[src/rtl/core/nearest_pixel_search_core_macros.svh]
// ---------------------------------------------------------------------------
// nearest_pixel_search_core_macros.svh
// Assertion helpers shared by the nearest pixel search RTL.
// ---------------------------------------------------------------------------
`ifndef NEAREST_PIXEL_SEARCH_CORE_MACROS_SVH
`define NEAREST_PIXEL_SEARCH_CORE_MACROS_SVH

// Condition must never be true outside reset
`define NPS_ASSERT_NEVER(lbl, clk, rst, cond, msg) \
  lbl: assert property (@(posedge clk) disable iff (rst) !(cond)) else $error(msg);

// Whenever ante holds, cons must hold in the same cycle
`define NPS_ASSERT_IMPLIES(lbl, clk, rst, ante, cons, msg) \
  lbl: assert property (@(posedge clk) disable iff (rst) (ante) |-> (cons)) else $error(msg);

`endif

[src/rtl/core/nps_fifo.sv]
// ---------------------------------------------------------------------------
// nps_fifo
// Two-entry command queue between the front and back sections.
// ---------------------------------------------------------------------------
`default_nettype none

`include "nearest_pixel_search_core_macros.svh"

module nps_fifo #(
  parameter int WIDTH = 50
) (
  input  wire logic             clk,
  input  wire logic             rst,
  input  wire logic             push,
  input  wire logic [WIDTH-1:0] push_data,
  output logic                  full,
  input  wire logic             pop,
  output logic      [WIDTH-1:0] pop_data,
  output logic                  empty
);

  logic [WIDTH-1:0] entries [2];
  logic             wr_ptr;
  logic             rd_ptr;
  logic [1:0]       used;

  assign full     = (used == 2'd2);
  assign empty    = (used == 2'd0);
  assign pop_data = entries[rd_ptr];

  // Pointers and occupancy
  always_ff @(posedge clk) begin
    if (rst) begin
      wr_ptr <= 1'b0;
      rd_ptr <= 1'b0;
      used   <= 2'd0;
    end else begin
      if (push) begin
        wr_ptr <= !wr_ptr;
      end
      if (pop) begin
        rd_ptr <= !rd_ptr;
      end
      case ({push, pop})
        2'b10:   used <= used + 2'd1;
        2'b01:   used <= used - 2'd1;
        default: used <= used;
      endcase
    end
  end

  // Entry storage
  always_ff @(posedge clk) begin
    if (push) begin
      entries[wr_ptr] <= push_data;
    end
  end

  `NPS_ASSERT_NEVER(a_no_overflow, clk, rst, push && full, "command queue overflow")
  `NPS_ASSERT_NEVER(a_no_underflow, clk, rst, pop && empty, "command queue underflow")
  `NPS_ASSERT_NEVER(a_used_range, clk, rst, used == 2'd3, "command queue count out of range")

endmodule

`default_nettype wire

[config.mk]
export PLATFORM = sky130hd
export DESIGN_NAME = nps_fifo
export DESIGN_NICKNAME = d
export VERILOG_FILES = /design/src/rtl/core/nps_fifo.sv
export VERILOG_INCLUDE_DIRS = /design/src /design/src/rtl/core
export SDC_FILE = /design/constraint.sdc
export NUM_CORES = 1
export LEC_CHECK = 0
export ABC_AREA = 0
export BUFFER_PORTS_ARGS = -buffer_cell sky130_fd_sc_hd__buf_2
export CORE_MARGIN = 3
export CORE_UTILIZATION = 55
export DETAILED_ROUTE_END_ITERATION = 10
export PLACE_DENSITY = 0.95
export SYNTH_ARGS = -nofsm -noshare
export SYNTH_HDL_FRONTEND = slang
export SYNTH_SLANG_ARGS = --single-unit
[constraint.sdc]
create_clock -name clk -period 6.7 [get_ports clk]
set_input_delay 1.34 -clock clk [delete_from_list [all_inputs] [get_ports clk]]
set_output_delay 1.34 -clock clk [all_outputs]
set_load 0.05 [all_outputs]
==> flow_summary.yaml <==
outcome:
  outcome: "completed"
placed_design:
  gp_congestion: 0.699
  dp.cells: 355
  hpwl_mm: 4.08
  place_ws_ns: 3.59
  port_buffers: 105
grt:
  track_usage_pct: 16.0
  antenna_found_initial: 0
  grt_overflow_total: 0
  grt_max_degree: 51
  grt_pass1_wl_mm: 9.28
  grt_pass1_vias: 2024
worst_setup_path:
  cp-start-kind: "flop"
  rr_startpoint: "wr_ptr"
  required_ns: 5.36
  critical_path_class: "reg2out"
  r2r_setup_slack_ns: 4.88
  max_stage_delay_ns: 1.11
  cp_max_fo: 50
  reg2reg_to: "entries[1][16]"
  crit_buf_inv: 1
  critPathCaptureType: "output port"
  arrival_ns: 2.13
  cp_top_family: "flip-flops"
  crit_slowest_cell: "dfxtp_2"
  rr_worst_depth: 1
  crit_chain: "mux2_2 -> buf_2"
final_layout:
  nFillCells: 411
  syn_to_final_growth_pct: 22.2
  final_layout_size_suffix_gt1_share_pct: 59.4
  antenna_cells: 0
  utilization_pct: 71.1
  num-nets-final: 344
  final_cell_count_no_fill: 370
synthesis:
  yosys-top-cells-area: "edfxtp_1, mux2_2, dfxtp_1"
  yosysTopAreaCellShare_pct: 79.0
  ys_seq_elements: 105
  synth_cell_types: 15
  synth_cells: 178
  yosys.area.top_type: "edfxtp_1"
  synth_area_um2: 3800
  seq_area_frac_synth_pct: 81.7
  synth_fp_nets: 233
  postSynthAreaPerCell_um2: 21.3
  yosys_warnings: 0
sta:
  setup_viol: 0
  setup_tns_ns: 0
  finalCriticalPeriod_ns: 3.47
  fmax_ghz: 0.288
  rsz0062_at_grt: "false"
  hold_violations: 0
  final-max-slew-violation-count: 0
  fin_ws_ns: 3.23
  slew_headroom_pct: 20.1
  fin_skew_ns: 0.00643
  min_period_over_period_pct: 51.7
  worst_pin_slew_ns: 1.20
power:
  leakage_nw: 1.74
  total_power_mw: 1.48
  power_density_nw_per_um2: 318
  vdd_drop_max_mv: 0.201
clocking:
  clockBufferDepth: 2
  clkSinkCount: 105
  cts_buffers: 9
  post_cts_buffers: 0
  post_cts_resized: 0
  cts_tree: "done"
  clk_pin_slew_worst_paths_ns: 0.09
  cts_hold_buf: 0
  clock_latency_ns: 0.35
  h-tree-depth: 3
  cts_root_buf: "clkbuf_8"
run:
  cap_violations: 0
detailed_routing:
  avgRoutedWirePerCell_um: 16.6
  ant_nets: 0
  viasPerCell: 5.17
  drc_errors: 0
  firstDrtPassIters: 4
  vias: 1912
  first_iter_violations: 87
  drt_wl_total_mm: 6.15
die:
  fp.dieW_um: 89.1
  dieArea_um2: 7940
  ios: 106
  rows: 29
  fp.coreArea_um2: 6530
  die_h_um: 89.1
  start_util_pct: 58.2
min_path:
  min_path_cells: 2
  hold_path_end: "used[1]"
  holdCritStartpoint: "used[1]"
  min_path_type: "reg2reg"
==> routing by layer <==
layer	share of wire, %	GRT usage (%)
met1	39	17.6
met2	54	28.4
met3	6.3	4.52
met4	1.3	7.85
met5	0	0
==> state kept, by name, summed over array words and instances (netlist names), named ones only <==
signal / cells
entries: 100
rd_ptr: 1
used: 2
wr_ptr: 1
==> cell type report <==
type	instances	area, um^2	area share [%]
clock buffer	10	128	2.75
multi-input combinational	66	673	14.5
inverter	1	3.75	0.0808
sequential	105	3100	66.9
tap	77	96.3	2.07
clock inverter	5	105	2.26
timing repair buffer	106	533	11.5
==> kinds of logic (layout without fill, tap and decap cells) <==
logic type / count (synthesis) / after routing / synth area share [%]
flip-flops: 105 / 105 / 81.7
multiplexers: 50 / 50 / 14.8
AND/OR/NAND/NOR: 9 / 9 / 1.15
buffers and inverters: 7 / 122 / 0.856
XOR/XNOR: 4 / 4 / 0.922
AO/OA/AOI/OAI: 2 / 2 / 0.263
adder cells (fa/ha/maj): 1 / 1 / 0.329
==> synth_stat cells (all sizes together) <==
cell    count
clkbuf      1
and2        1
and2b       1
mux2       50
inv         1
edfxtp    100
ha          1
buf         5
dfxtp       5
xor2        1
o21ai       1
nor2        6
a21oi       1
xnor2       3
or3         1
==> tightest hold or removal path, stage by stage (launching register included) <==
cell	delay (ns)
dfxtp_1	0.34
o21ai_0	0.09
a21oi_1	0.06
==> metrics by stage <==
step	area (um^2)	hold slack, ns
global placement	4410	0.480
detailed placement	4410	0.522
CTS	4640	0.537
global route	4640	0.564
floorplan	3800	0.461
finish	4640	0.528
==> report_power, final <==
group	switching [mW]	total (mW)	leakage [nW]	internal (mW)
combinational	0.178	0.251	0.654	0.0736
sequential	0.0220	0.786	0.980	0.764
clock	0.194	0.440	0.109	0.246
total	0.393	1.48	1.74	1.08
==> worst max path at each step <==
stage,start,to,slack (ns),cells after the start
4_1_cts,flop,pop_data[13],3.18,2
3_3_place_gp,flop,pop_data[13],3.57,2
2_1_floorplan,push,entries[0][0],2.74,2
3_5_place_dp,flop,pop_data[11],3.59,2
6_report,flop,pop_data[13],3.23,2
5_1_grt,flop,pop_data[13],3.09,2
==> placed cells by master (no fill, tap or decap), drive strengths merged <==
master and n:
buf 106, o21ai 1, xor2 1, bufinv 3, mux2 50, dfxtp 5
edfxtp 100, a21oi 1, nor2 6, inv 1, xnor2 3, and2b 1
clkbuf 10, or3 1, clkinvlp 2, ha 1, and2 1
(Power assumes the default switching activity.)
