`src/rtl/core/nearest_pixel_search_core_macros.svh`:
```
// ---------------------------------------------------------------------------
// nearest_pixel_search_core_macros.svh
// Assertion helpers shared by the nearest pixel search RTL.
// ---------------------------------------------------------------------------
`ifndef NEAREST_PIXEL_SEARCH_CORE_MACROS_SVH
`define NEAREST_PIXEL_SEARCH_CORE_MACROS_SVH

// Condition must never be true outside reset
`define NPS_ASSERT_NEVER(lbl, clk, rst, cond, msg) \
  lbl: assert property (@(posedge clk) disable iff (rst) !(cond)) else $error(msg);

// Whenever ante holds, cons must hold in the same cycle
`define NPS_ASSERT_IMPLIES(lbl, clk, rst, ante, cons, msg) \
  lbl: assert property (@(posedge clk) disable iff (rst) (ante) |-> (cons)) else $error(msg);

`endif

```
`src/rtl/core/nps_pkg.sv`:
```
// ---------------------------------------------------------------------------
// nps_pkg
// Shared codes, types and defaults for the nearest pixel search core.
// ---------------------------------------------------------------------------
`default_nettype none

package nps_pkg;

  // Defaults for the top-level parameters
  localparam int DEF_TABLE_DEPTH = 1024;
  localparam int DEF_COORD_WIDTH = 16;

  // Request codes on the input tuser
  localparam int REQ_W = 2;
  localparam logic [REQ_W-1:0] REQ_LOAD  = 2'd0;
  localparam logic [REQ_W-1:0] REQ_QUERY = 2'd1;
  localparam logic [REQ_W-1:0] REQ_CLEAR = 2'd2;
  localparam logic [REQ_W-1:0] REQ_NONE  = 2'd3;

  // Result status codes on the output tuser
  localparam int STATUS_W = 3;
  localparam logic [STATUS_W-1:0] ST_FOUND   = 3'd0;
  localparam logic [STATUS_W-1:0] ST_OUT_WIN = 3'd1;
  localparam logic [STATUS_W-1:0] ST_EMPTY   = 3'd2;
  localparam logic [STATUS_W-1:0] ST_LOADED  = 3'd3;
  localparam logic [STATUS_W-1:0] ST_FULL    = 3'd4;
  localparam logic [STATUS_W-1:0] ST_CLEARED = 3'd5;

  // Configuration register indexes
  localparam int CFG_ADDR_W = 3;
  localparam logic [CFG_ADDR_W-1:0] CFG_R_LO   = 3'd0;
  localparam logic [CFG_ADDR_W-1:0] CFG_R_HI   = 3'd1;
  localparam logic [CFG_ADDR_W-1:0] CFG_PHI_LO = 3'd2;
  localparam logic [CFG_ADDR_W-1:0] CFG_PHI_HI = 3'd3;
  localparam logic [CFG_ADDR_W-1:0] CFG_Z_LO   = 3'd4;
  localparam logic [CFG_ADDR_W-1:0] CFG_Z_HI   = 3'd5;

  // Result field widths and output packing
  localparam int INDEX_W  = 10;
  localparam int DIST_W   = 34;
  localparam int M_DATA_W = ((INDEX_W + DIST_W + 7) / 8) * 8;
  localparam logic [DIST_W-1:0] DIST_MAX = '1;

  // Command kinds passed from front to back
  localparam int KIND_W = 2;
  typedef enum logic [KIND_W-1:0] {
    KIND_LOAD,
    KIND_QUERY,
    KIND_REJECT,
    KIND_CLEAR
  } cmd_kind_t;

  // One result beat
  typedef struct packed {
    logic [STATUS_W-1:0] status;
    logic [DIST_W-1:0]   best_dist_sq;
    logic [INDEX_W-1:0]  pixel_index;
  } result_t;

endpackage

`default_nettype wire

```
`src/rtl/core/nps_front.sv`:
```
// ---------------------------------------------------------------------------
// nps_front
// Input side: holds the query windows, classifies each beat and queues all but unused requests.
// ---------------------------------------------------------------------------
`default_nettype none

module nps_front #(
  parameter int COORD_WIDTH = 16,
  parameter int S_DATA_W    = 48
) (
  input  wire logic                                     clk,
  input  wire logic                                     rst,
  // configuration writes
  input  wire logic                                     cfg_wr_en,
  input  wire logic [nps_pkg::CFG_ADDR_W-1:0]           cfg_addr,
  input  wire logic [COORD_WIDTH-1:0]                   cfg_wdata,
  // input stream
  input  wire logic                                     s_tvalid,
  output logic                                          s_tready,
  input  wire logic [S_DATA_W-1:0]                      s_tdata,
  input  wire logic [nps_pkg::REQ_W-1:0]                s_tuser,
  // command queue write side
  input  wire logic                                     fifo_full,
  output logic                                          push,
  output logic [nps_pkg::KIND_W+3*COORD_WIDTH-1:0]      push_data
);

  import nps_pkg::*;

  localparam logic [COORD_WIDTH-1:0] COORD_MIN = {1'b1, {(COORD_WIDTH-1){1'b0}}};
  localparam logic [COORD_WIDTH-1:0] COORD_MAX = ~COORD_MIN;

  logic signed [COORD_WIDTH-1:0] r_lo, r_hi, phi_lo, phi_hi, z_lo, z_hi;
  logic signed [COORD_WIDTH-1:0] c_r, c_phi, c_z;
  logic                          in_win;
  cmd_kind_t                     kind;

  // Window registers; the user must write them only while the core is idle, the block does not enforce this
  always_ff @(posedge clk) begin
    if (rst) begin
      r_lo   <= COORD_MIN;
      r_hi   <= COORD_MAX;
      phi_lo <= COORD_MIN;
      phi_hi <= COORD_MAX;
      z_lo   <= COORD_MIN;
      z_hi   <= COORD_MAX;
    end else if (cfg_wr_en) begin
      unique case (cfg_addr)
        CFG_R_LO:   r_lo   <= cfg_wdata;
        CFG_R_HI:   r_hi   <= cfg_wdata;
        CFG_PHI_LO: phi_lo <= cfg_wdata;
        CFG_PHI_HI: phi_hi <= cfg_wdata;
        CFG_Z_LO:   z_lo   <= cfg_wdata;
        CFG_Z_HI:   z_hi   <= cfg_wdata;
        default: ;
      endcase
    end
  end

  // Unpack coordinates
  assign c_r   = s_tdata[COORD_WIDTH-1:0];
  assign c_phi = s_tdata[2*COORD_WIDTH-1:COORD_WIDTH];
  assign c_z   = s_tdata[3*COORD_WIDTH-1:2*COORD_WIDTH];

  // Inclusive window check on all three axes
  assign in_win = (c_r >= r_lo) && (c_r <= r_hi) &&
                  (c_phi >= phi_lo) && (c_phi <= phi_hi) &&
                  (c_z >= z_lo) && (c_z <= z_hi);

  // Classify the request
  always_comb begin
    unique case (s_tuser)
      REQ_LOAD:  kind = KIND_LOAD;
      REQ_QUERY: kind = in_win ? KIND_QUERY : KIND_REJECT;
      REQ_CLEAR: kind = KIND_CLEAR;
      default:   kind = KIND_LOAD;
    endcase
  end

  // Unused request codes are consumed without a queue entry
  assign s_tready  = !fifo_full;
  assign push      = s_tvalid && !fifo_full && (s_tuser != REQ_NONE);
  assign push_data = {kind, c_z, c_phi, c_r};

endmodule

`default_nettype wire

```
`config.mk`:
```
export PLATFORM = sky130hd
export DESIGN_NAME = nps_front
export DESIGN_NICKNAME = d
export VERILOG_FILES = /design/src/rtl/core/nearest_pixel_search_core_macros.svh /design/src/rtl/core/nps_pkg.sv /design/src/rtl/core/nps_front.sv
export SDC_FILE = /design/constraint.sdc
export NUM_CORES = 1
export LEC_CHECK = 0
export BUFFER_PORTS_ARGS = -buffer_cell sky130_fd_sc_hd__clkbuf_2
export CAP_MARGIN = 20
export CORE_MARGIN = 4
export CORE_UTILIZATION = 60
export CTS_CLUSTER_DIAMETER = 40
export CTS_CLUSTER_SIZE = 20
export DETAILED_ROUTE_END_ITERATION = 16
export GPL_TIMING_DRIVEN = 0
export PLACE_DENSITY = 0.86
export SLEW_MARGIN = 15
export SYNTH_ARGS = -nofsm -noshare
export SYNTH_HDL_FRONTEND = slang
export SYNTH_SLANG_ARGS = --single-unit
export TNS_END_PERCENT = 1
```
`constraint.sdc`:
```
create_clock -name clk -period 10.04 [get_ports clk]
set_input_delay 3.012 -clock clk [delete_from_list [all_inputs] [get_ports clk]]
set_output_delay 3.012 -clock clk [all_outputs]
set_load 0.05 [all_outputs]
```
==> impl_metrics.yaml, run 1 <==
run_status:
  status: "completed"
synthesis:
  yosysTopAreaCell: "dfxtp_1"
  synth_seq_cells: 96
  synth_top_area_share_pct: 31.2
  yosys_warnings: 0
  yosysSeqAreaShare_pct: 31.2
  synth.cell_area_sq_um: 6160
  synth.area.top_cells: "dfxtp_1 31%, ha_1 20%, nand2_1 10%"
  synth_cell_type_count: 41
  syn_nets: 965
  avgSynthCellArea_sq_um: 7.77
  syn_inst: 792
clock_tree:
  cts_root_buf: "clkbuf_8"
  cts_setup_buffers: 0
  clk_pin_slew_worst_paths_ns: 0.09
  cts_tree: "yes"
  insertion_delay_ns: 0.37
  h-tree-depth: 3
  cts_max_path_buffers: 2
  numCtsBuffers: 9
  cts.sinks: 96
  cts-resized-gates: 0
  holdBufCountCts: 0
drt:
  drtPass1Iterations: 5
  wl_met1_um: 7000
  detail-route-antenna-nets: 0
  drc: 0
  via_count: 5733
  via_per_inst: 5.38
  drt_iter0_markers: 327
  routed_wl_um: 16100
  met2WireLength_um: 7140
  wl_per_cell_um: 15.1
  top_layer: "met4"
  wl_met3_um: 1360
setup_path:
  max_stage_delay_ns: 0.57
  timing.critical_path.cells: "clkbuf_2 > ha_1 > nand4_1 > or4_4 > a21oi_2 > nor4_1 > mux2_4 > and4_1 > o22ai_2 > clkbuf_2"
  critPathTopFamily: "simple AND/OR/NAND/NOR gates"
  crit_top_cell: "clkbuf_2"
  ff2ff_setup_slack_ns: 9.39
  cp-end-kind: "output pin"
  critical_path_class: "input pin to output pin"
  worst_path_max_delay_cell: "or4_4"
  worst-path-max-fanout: 4
  cp.arrival_ns: 5.38
  crit_required_ns: 7.03
  start_kind: "input pin"
  crit_buf_inv: 2
power:
  vdd_drop_max_uv: 61.9
  powerDensity_nw_per_um2: 122
  p_leak_nw: 3.46
global_route:
  overflow: 0
  grtUsageTotal_pct: 28.1
  grt_max_degree: 17
  grt_antenna_before_repair: 0
  grt_pass1_vias: 5454
  grt_first_pass_wirelength_um: 26100
die:
  die_y_um: 109
  fp.coreArea_sq_um: 9860
  rows: 36
  initial_core_util_pct: 62.4
  ios: 126
  chipWidth_um: 109
  dieArea_sq_um: 11900
place:
  dp_slack_ns: 1.67
  hpwl_um: 12400
  place.gp.congestion: 0.892
  io_buffers: 124
sta:
  setup-violations-final: 0
  drv_slew: 0
  worst_hold_slack_ns: 0.459
  worstMarginPinSlew_ns: 0.926
  fin_crit_ns: 8.39
  fin_crit_sh_pct: 83.6
  rsz0062_at_grt: "false"
  maxSlewHeadroom_pct: 37.8
  fin_tns_setup_ns: 0
  finalHoldViolations: 0
  layout_setup_ws_ns: 1.65
  finClkSkew_ns: 0
  fmax_mhz: 119
layout:
  fillCellCount: 823
  diodes: 0
  post-route-util_pct: 72.6
  syn2layout_area_growth_pct: 16.3
  layout-drive-gt1-share_pct: 20.7
  fin_nets: 1100
worst_hold_path:
  hold_class: "flop to flop"
flow_run:
  cap_viol_max_count: 0
[layout make-up]
cell class	instances	area [sq um]	share of cell area [%]
Multi-Input combinational cell	512	3360	47.0
Clock inverter	6	90.1	1.26
Inverter	108	405	5.66
Timing Repair Buffer	124	621	8.67
Clock buffer	10	128	1.78
Sequential cell	96	1920	26.8
Tap cell	133	166	2.32
Buffer	76	465	6.50
[stage by stage]
step / total power [W] / instance area (sq um) / std cells
5_1_grt: 0.000912 / 7160 / 1065
2_1_floorplan: 0.000532 / 6160 / 792
3_3_place_gp: 0.000592 / 6940 / 1049
4_1_cts: 0.000874 / 7160 / 1065
3_5_place_dp: 0.000595 / 6940 / 1049
6_report: 0.000873 / 7160 / 1065
[report_power, final]
group	internal, W	switching (W)	total, W
Clock	0.000142	0.000141	0.000283
Combinational	0.0000678	0.000127	0.000195
Sequential	0.000391	0.00000374	0.000395
Total	0.000601	0.000272	0.000873
[layer usage]
layer,vias to the layer above,track usage (%)
li1,2893,-
met1,2576,37.6
met2,219,44.5
met3,45,5.64
met4,0,11.2
met5,-,0
[synthesized netlist by cell type]
master and count:
nand2_1 171, inv_1 108, ha_1 99, dfxtp_1 96, a21oi_1 84, o211ai_1 49
buf_4 48, clkbuf_1 27, nor2_1 16, nand4_1 14, nand3_1 12, a21o_1 10
o21ai_0 10, nand2b_1 4, nor2b_1 4, mux2i_1 3, nor4_1 3, o22ai_1 3
a2111oi_0 2, a211oi_1 2, a221oi_1 2, a31oi_1 2, and2_1 2, nor3_1 2
o21a_1 2, or3_1 2, a211oi_2 1, a21oi_2 1, a22o_1 1, a2bb2oi_1 1
and3_1 1, and4_1 1, buf_1 1, mux2_4 1, nor3b_1 1, o22ai_2 1
o311ai_1 1, o32ai_1 1, or2_2 1, or4_1 1, or4_4 1
[cells by family after synthesis]
logic type | Yosys count | share of synthesized area, %
and+or+nand+nor | 236 | 16.3
buffers and inverters | 184 | 14.1
AOI/OAI and AO/OA | 173 | 17.5
DFF | 96 | 31.2
adders and majority gates | 99 | 20.1
muxes | 4 | 0.732
[path summary, 6_finish.rpt]
path                             start                   end  cells after the start
setup / recovery           s_tdata[15]         push_data[49]                     10
hold / removal    r_lo[6]$_SDFFE_PP0P_  r_lo[6]$_SDFFE_PP0P_                      2
setup reg to reg  r_hi[0]$_SDFFE_PP1P_  r_hi[0]$_SDFFE_PP1P_                      2
hold reg to reg   r_lo[6]$_SDFFE_PP0P_  r_lo[6]$_SDFFE_PP0P_                      2
[worst min-delay path: stages (launching register included)]
cell     delay [ns]
dfxtp_1        0.32
nand2_1        0.05
a21oi_1        0.05
[registers in the layout (all words and copies together) (netlist names)]
signal	count
r_hi	16
phi_hi	16
phi_lo	16
z_lo	16
z_hi	16
r_lo	16
[cell usage in the layout, fill, tap and decap left out, types with 3 or more instances in the layout]
cell      count
nor4_1        3
buf_4        48
nand2b_1      4
clkbuf_8      9
clkbuf_2    124
a21o_1       10
mux2i_1       3
o211ai_1     49
nand3_1      12
nand4_1      14
nor2_1       16
a21oi_1      84
clkbuf_1     28
ha_1         99
dfxtp_1      96
o21ai_0      10
nand2_1     171
o22ai_1       3
inv_1       108
nor2b_1       4
Power figures use the tool's default switching activity.
==> inputs of run 2 (changes only) <==
--- a/config.mk
+++ b/config.mk
@@ -5,15 +5,16 @@
 export SDC_FILE = /design/constraint.sdc
 export NUM_CORES = 1
 export LEC_CHECK = 0
+export ABC_AREA = 1
 export BUFFER_PORTS_ARGS = -buffer_cell sky130_fd_sc_hd__clkbuf_2
 export CAP_MARGIN = 20
 export CORE_MARGIN = 4
-export CORE_UTILIZATION = 60
+export CORE_UTILIZATION = 56
 export CTS_CLUSTER_DIAMETER = 40
 export CTS_CLUSTER_SIZE = 20
 export DETAILED_ROUTE_END_ITERATION = 16
 export GPL_TIMING_DRIVEN = 0
-export PLACE_DENSITY = 0.86
+export PLACE_DENSITY = 0.81
 export SLEW_MARGIN = 15
 export SYNTH_ARGS = -nofsm -noshare
 export SYNTH_HDL_FRONTEND = slang
==> constraint.sdc (replaced) <==
create_clock -name clk -period 7.9 [get_ports clk]
set_input_delay 2.37 -clock clk [delete_from_list [all_inputs] [get_ports clk]]
set_output_delay 2.37 -clock clk [all_outputs]
set_load 0.05 [all_outputs]
==> impl_metrics.yaml, run 2 <==
drt:
  via_per_inst: 5.23
  drc: 0
  detail-route-antenna-nets: 0
  via_count: 5976
  routed_wl_um: 15800
  drt_iter0_markers: 282
  drtPass1Iterations: 5
  wl_per_cell_um: 13.9
clock_tree:
  h-tree-depth: 3
  insertion_delay_ns: 0.34
  cts_tree: "yes"
  cts_root_buf: "clkbuf_16"
  cts_setup_buffers: 0
  clk_pin_slew_worst_paths_ns: 0.07
  holdBufCountCts: 0
  cts_max_path_buffers: 2
  numCtsBuffers: 9
  cts-resized-gates: 0
  cts.sinks: 96
setup_path:
  max_stage_delay_ns: 0.36
  cp.arrival_ns: 4.30
  start_kind: "input pin"
  worst-path-max-fanout: 3
  crit_top_cell: "nand2_1"
  cp-end-kind: "output pin"
  crit_required_ns: 5.53
  critical_path_class: "input pin to output pin"
  worst_path_max_delay_cell: "nor3_1"
  timing.critical_path.cells: "clkbuf_2 > ha_1 > nand2_1 > nor3_1 > nand2_1 > nand2_1 > nand2_1 > nand3_1 > nand2_1 > nor2_2 > nand3_2 > a21oi_2 > clkbuf_2"
die:
  fp.coreArea_sq_um: 10900
  chipWidth_um: 114
  initial_core_util_pct: 57.8
  dieArea_sq_um: 13000
  rows: 38
  die_y_um: 114
  ios: 126
power:
  powerDensity_nw_per_um2: 165
  p_leak_nw: 4.02
  vdd_drop_max_uv: 123
layout:
  syn2layout_area_growth_pct: 17.5
  diodes: 0
  fin_nets: 1171
  layout-drive-gt1-share_pct: 20.6
  post-route-util_pct: 67.9
  layout_common_cells: "154 x nand2_1, 152 x inv_1, 125 x clkbuf_2"
  layout_commonest_cell: "nand2_1"
  post-route-cell-area_sq_um: 7420
global_route:
  grt_max_degree: 17
  grt_antenna_before_repair: 0
  grt_pass1_vias: 5473
  grt_first_pass_wirelength_um: 26000
  overflow: 0
  grtUsageTotal_pct: 24.8
synthesis:
  syn_inst: 862
  synth.cell_area_sq_um: 6320
  synthTopCellsByCount: "154 x nand2_1, 152 x inv_1, 99 x ha_1, 96 x dfxtp_1, 92 x a21oi_1"
  yosysSeqAreaShare_pct: 30.4
  ys_async_sr_fraction_pct: 0
  synth_top_area_share_pct: 30.4
  syn_nets: 1035
  yosysMostFrequentCell: "nand2_1"
  synth.area.top_cells: "dfxtp_1 30%, ha_1 20%, nand2_1 9.2%"
  synth_edf_count: 0
  yosys_warnings: 0
  synth_cell_type_count: 24
  yosysTopAreaCell: "dfxtp_1"
  yosys_most_used_dff: "dfxtp_1"
  synth_seq_cells: 96
  avgSynthCellArea_sq_um: 7.33
sta:
  finalHoldViolations: 0
  worst_hold_slack_ns: 0.458
  fin_tns_setup_ns: 0
  fin_crit_sh_pct: 84.4
  drv_slew: 0
  worstMarginPinSlew_ns: 0.532
  setup-violations-final: 0
  fin_crit_ns: 6.67
  rsz0062_at_grt: "false"
  maxSlewHeadroom_pct: 64.5
  layout_setup_ws_ns: 1.23
  fmax_mhz: 150
  finClkSkew_ns: 0
place:
  place_area_sq_um: 7120
  dp_slack_ns: 1.25
  io_buffers: 125
  hpwl_um: 12600
  place.gp.congestion: 0.893
flow_run:
  cap_viol_max_count: 0
run_status:
  status: "completed"
worst_hold_path:
  hold_class: "flop to flop"
[run 2: cell types whose count changed after synthesis, moves of 5 or more]
| cell | before | now |
|---|---|---|
| a21o_1 | 10 | 2 |
| a21oi_1 | 84 | 92 |
| inv_1 | 108 | 152 |
| nand2_1 | 171 | 154 |
| nand3_1 | 12 | 24 |
| nand4_1 | 14 | 9 |
| nor2_1 | 16 | 37 |
| o211ai_1 | 49 | 31 |
| o21ai_0 | 10 | 64 |
| o21bai_1 | 0 | 5 |
[run 2: worst max-delay path, delay by kind of cell]
family | cells | cell delay [ns]
AO/OA/AOI/OAI | 1 | 0.12
AND/OR/NAND/NOR | 9 | 1.09
adder cells (fa/ha/maj) | 1 | 0.32
buffers and inverters | 2 | 0.38
[run 2: cells by family (layout without fill, tap and decap cells)]
logic type               count (synthesis)  count (layout)  synth area share (%)
AO/OA/AOI/OAI                          200             200                  17.5
adder cells (fa/ha/maj)                 99              99                  19.6
buffers and inverters                  228             369                  16.5
flip-flops                              96              96                  30.4
AND/OR/NAND/NOR                        239             239                  16.0
[run 2: power breakdown]
group          internal [W]  switching (W)  leakage, nW
Clock              0.000255       0.000192        0.145
Combinational     0.0000940       0.000178         3.09
Sequential         0.000501     0.00000457        0.782
Total              0.000850       0.000375         4.02
[run 2: worst paths after layout]
| kind | start | endpoint | slack, ns | depth (start not counted) |
|---|---|---|---|---|
| min reg2reg | phi_lo[7]$_SDFFE_PP0P_ | phi_lo[7]$_SDFFE_PP0P_ | 0.46 | 2 |
| min | phi_lo[7]$_SDFFE_PP0P_ | phi_lo[7]$_SDFFE_PP0P_ | 0.46 | 2 |
| max reg2reg | r_lo[0]$_SDFFE_PP0P_ | r_lo[0]$_SDFFE_PP0P_ | 7.22 | 2 |
| max | s_tdata[15] | push_data[48] | 1.23 | 13 |
[run 2: area by class of cell]
type	count	area [sq um]
fillers	976	3510
multi-input cells	538	3350
flip-flops and latches	96	1920
repair buffers	125	626
inverters	153	574
plain buffers	75	467
clock buffers	10	239
well taps	140	175
clock inverters	6	67.6
[run 2: through the flow]
step,std cells,power (W)
2_1_floorplan,862,0.000703
3_3_place_gp,1127,0.000779
3_5_place_dp,1127,0.000786
4_1_cts,1143,0.00123
5_1_grt,1143,0.00128
6_report,1143,0.00122
[run 2: per-layer routing]
layer  global-route usage [%]  routed length, um  share of wire [%]  up-vias
met1                     33.3               7190                 45     2731
met4                     7.44                440                2.8        0
met3                     4.65                980                6.2       28
met5                        0                  0                  0        -
li1                         -                  -                  -     3039
met2                     40.8               7220                 46      178
==> inputs of run 3 (changes only) <==
--- a/config.mk
+++ b/config.mk
@@ -9,12 +9,12 @@
 export BUFFER_PORTS_ARGS = -buffer_cell sky130_fd_sc_hd__clkbuf_2
 export CAP_MARGIN = 20
 export CORE_MARGIN = 4
-export CORE_UTILIZATION = 56
+export CORE_UTILIZATION = 51
 export CTS_CLUSTER_DIAMETER = 40
 export CTS_CLUSTER_SIZE = 20
 export DETAILED_ROUTE_END_ITERATION = 16
 export GPL_TIMING_DRIVEN = 0
-export PLACE_DENSITY = 0.81
+export PLACE_DENSITY = 0.78
 export SLEW_MARGIN = 15
 export SYNTH_ARGS = -nofsm -noshare
 export SYNTH_HDL_FRONTEND = slang
==> constraint.sdc (replaced) <==
create_clock -name clk -period 5.5 [get_ports clk]
set_input_delay 1.65 -clock clk [delete_from_list [all_inputs] [get_ports clk]]
set_output_delay 1.65 -clock clk [all_outputs]
set_load 0.05 [all_outputs]
==> impl_metrics.yaml, run 3 (synthesis gave the netlist of run 2 again) <==
run_status:
  status: "completed"
layout:
  layout_common_cells: "154 x nand2_1, 152 x inv_1, 125 x clkbuf_2"
  post-route-util_pct: 61.9
  layout_commonest_cell: "nand2_1"
  layout-drive-gt1-share_pct: 20.5
  instances_no_fill: 1171
  syn2layout_area_growth_pct: 18.3
  fin_nets: 1171
  diodes: 0
sta:
  maxSlewHeadroom_pct: 62.0
  setup-violations-final: 0
  rsz0062_at_grt: "false"
  fin_tns_setup_ns: 0
  finalHoldViolations: 0
  fin_crit_sh_pct: 94.6
  worstMarginPinSlew_ns: 0.569
  fin_crit_ns: 5.20
  finClkSkew_ns: 0
  drv_slew: 0
  worst_hold_slack_ns: 0.459
  fmax_mhz: 192
place:
  io_buffers: 125
  hpwl_um: 12800
  dp.cells: 1155
  place.gp.congestion: 0.903
power:
  p_leak_nw: 4.03
  p_seq_share_pct: 41.0
  combPwrFrac_pct: 21.9
  switching_power_w: 0.000518
  swShare_pct: 29.2
  total_power_w: 0.00177
  vdd_drop_max_uv: 112
  clockPowerShare_pct: 37.2
  powerDensity_nw_per_um2: 237
  intPower_w: 0.00126
die:
  die_y_um: 119
  dieArea_sq_um: 14200
  chipWidth_um: 119
  ios: 126
  rows: 40
  initial_core_util_pct: 52.4
  fp.coreArea_sq_um: 12100
setup_path:
  crit_required_ns: 3.85
  endpoint: "push_data[48]"
  worst_path_max_delay_cell: "ha_1"
  startpoint: "s_tdata[15]"
  max_stage_delay_ns: 0.32
  worst-path-max-fanout: 3
  cp-end-kind: "output pin"
  start_kind: "input pin"
  cp.arrival_ns: 3.55
  regToRegStartpoint: "z_lo[0]$_SDFFE_PP0P_"
  r2r-end: "z_lo[0]$_SDFFE_PP0P_"
  timing.critical_path.cells: "clkbuf_2 > ha_1 > nand2_1 > nor3_1 > nand2_1 > nand2_1 > nand2_1 > nand3_1 > nand2_1 > nor2_2 > nand3_2 > a21oi_2 > clkbuf_2"
  ff2ff_setup_slack_ns: 4.83
  ff2ff_path_depth: 2
  critical_path_class: "input pin to output pin"
  crit_top_cell: "nand2_1"
global_route:
  grt_pass1_vias: 5759
  grt_first_pass_wirelength_um: 26600
  grt_max_degree: 15
  grt_antenna_before_repair: 0
  grtUsageTotal_pct: 23.0
  overflow: 0
clock_tree:
  insertion_delay_ns: 0.34
  h-tree-depth: 3
  clk_pin_slew_worst_paths_ns: 0.07
  holdBufCountCts: 0
  cts_setup_buffers: 0
  cts_tree: "yes"
  cts.sinks: 96
  cts-resized-gates: 0
  cts_root_buf: "clkbuf_16"
  numCtsBuffers: 9
  cts_max_path_buffers: 2
drt:
  detail-route-antenna-nets: 0
  wl_met3_um: 975
  via_per_inst: 5.00
  wl_per_cell_um: 13.5
  met2WireLength_um: 7280
  drc: 0
  wl_met1_um: 7070
  via_count: 5852
  drtPass1Iterations: 4
  routed_wl_um: 15800
  top_layer: "met4"
  drt_iter0_markers: 308
flow_run:
  cap_viol_max_count: 0
worst_hold_path:
  hold_class: "flop to flop"
## run 3: critical path: cells and delay by family
family | cells | cell delay (ns)
AOI/OAI and AO/OA | 1 | 0.12
buffers and inverters | 2 | 0.39
adders and majority gates | 1 | 0.32
and+or+nand+nor | 9 | 1.06
## run 3: stage by stage
stage	instance area (sq um)	worst slack [ns]
floorplan	6320	0.339
CTS	7470	0.293
detailed placement	7150	0.302
global placement	7150	0.323
global route	7470	0.137
finish	7470	0.297
## run 3: per-layer routing
metal | global-route usage, % | vias up
met5 | 0 | -
li1 | - | 3028
met4 | 9.85 | 0
met2 | 38.0 | 155
met1 | 29.8 | 2640
met3 | 3.51 | 29
## run 3: how the worst min path moves through the flow
stage / from / endpoint / depth (start not counted)
finish: phi_lo[7]$_SDFFE_PP0P_ / phi_lo[7]$_SDFFE_PP0P_ / 2
global route: phi_lo[8]$_SDFFE_PP0P_ / phi_lo[8]$_SDFFE_PP0P_ / 2
CTS: phi_lo[10]$_SDFFE_PP0P_ / phi_lo[10]$_SDFFE_PP0P_ / 2
detailed placement: phi_lo[2]$_SDFFE_PP0P_ / phi_lo[2]$_SDFFE_PP0P_ / 2
global placement: phi_lo[10]$_SDFFE_PP0P_ / phi_lo[10]$_SDFFE_PP0P_ / 2
floorplan: phi_hi[0]$_SDFFE_PP1P_ / phi_hi[0]$_SDFFE_PP1P_ / 2
## run 3: power by group through the flow
stage	registers (W)	clock network, W	logic, W
after global routing	0.000728	0.000696	0.000438
after detailed placement	0.000742	0	0.000387
after global placement	0.000741	0	0.000378
final	0.000726	0.000660	0.000388
after CTS	0.000726	0.000668	0.000389
after floorplan	0.000740	0	0.000270
## run 3: layout make-up
cell class	count	area, sq um
multi-input combinational	538	3350
fill	1110	4590
tap	168	210
clock buffer	14	284
buffer	75	467
sequential	96	1920
clock inverter	2	35.0
inverter	153	574
timing repair buffer	125	626
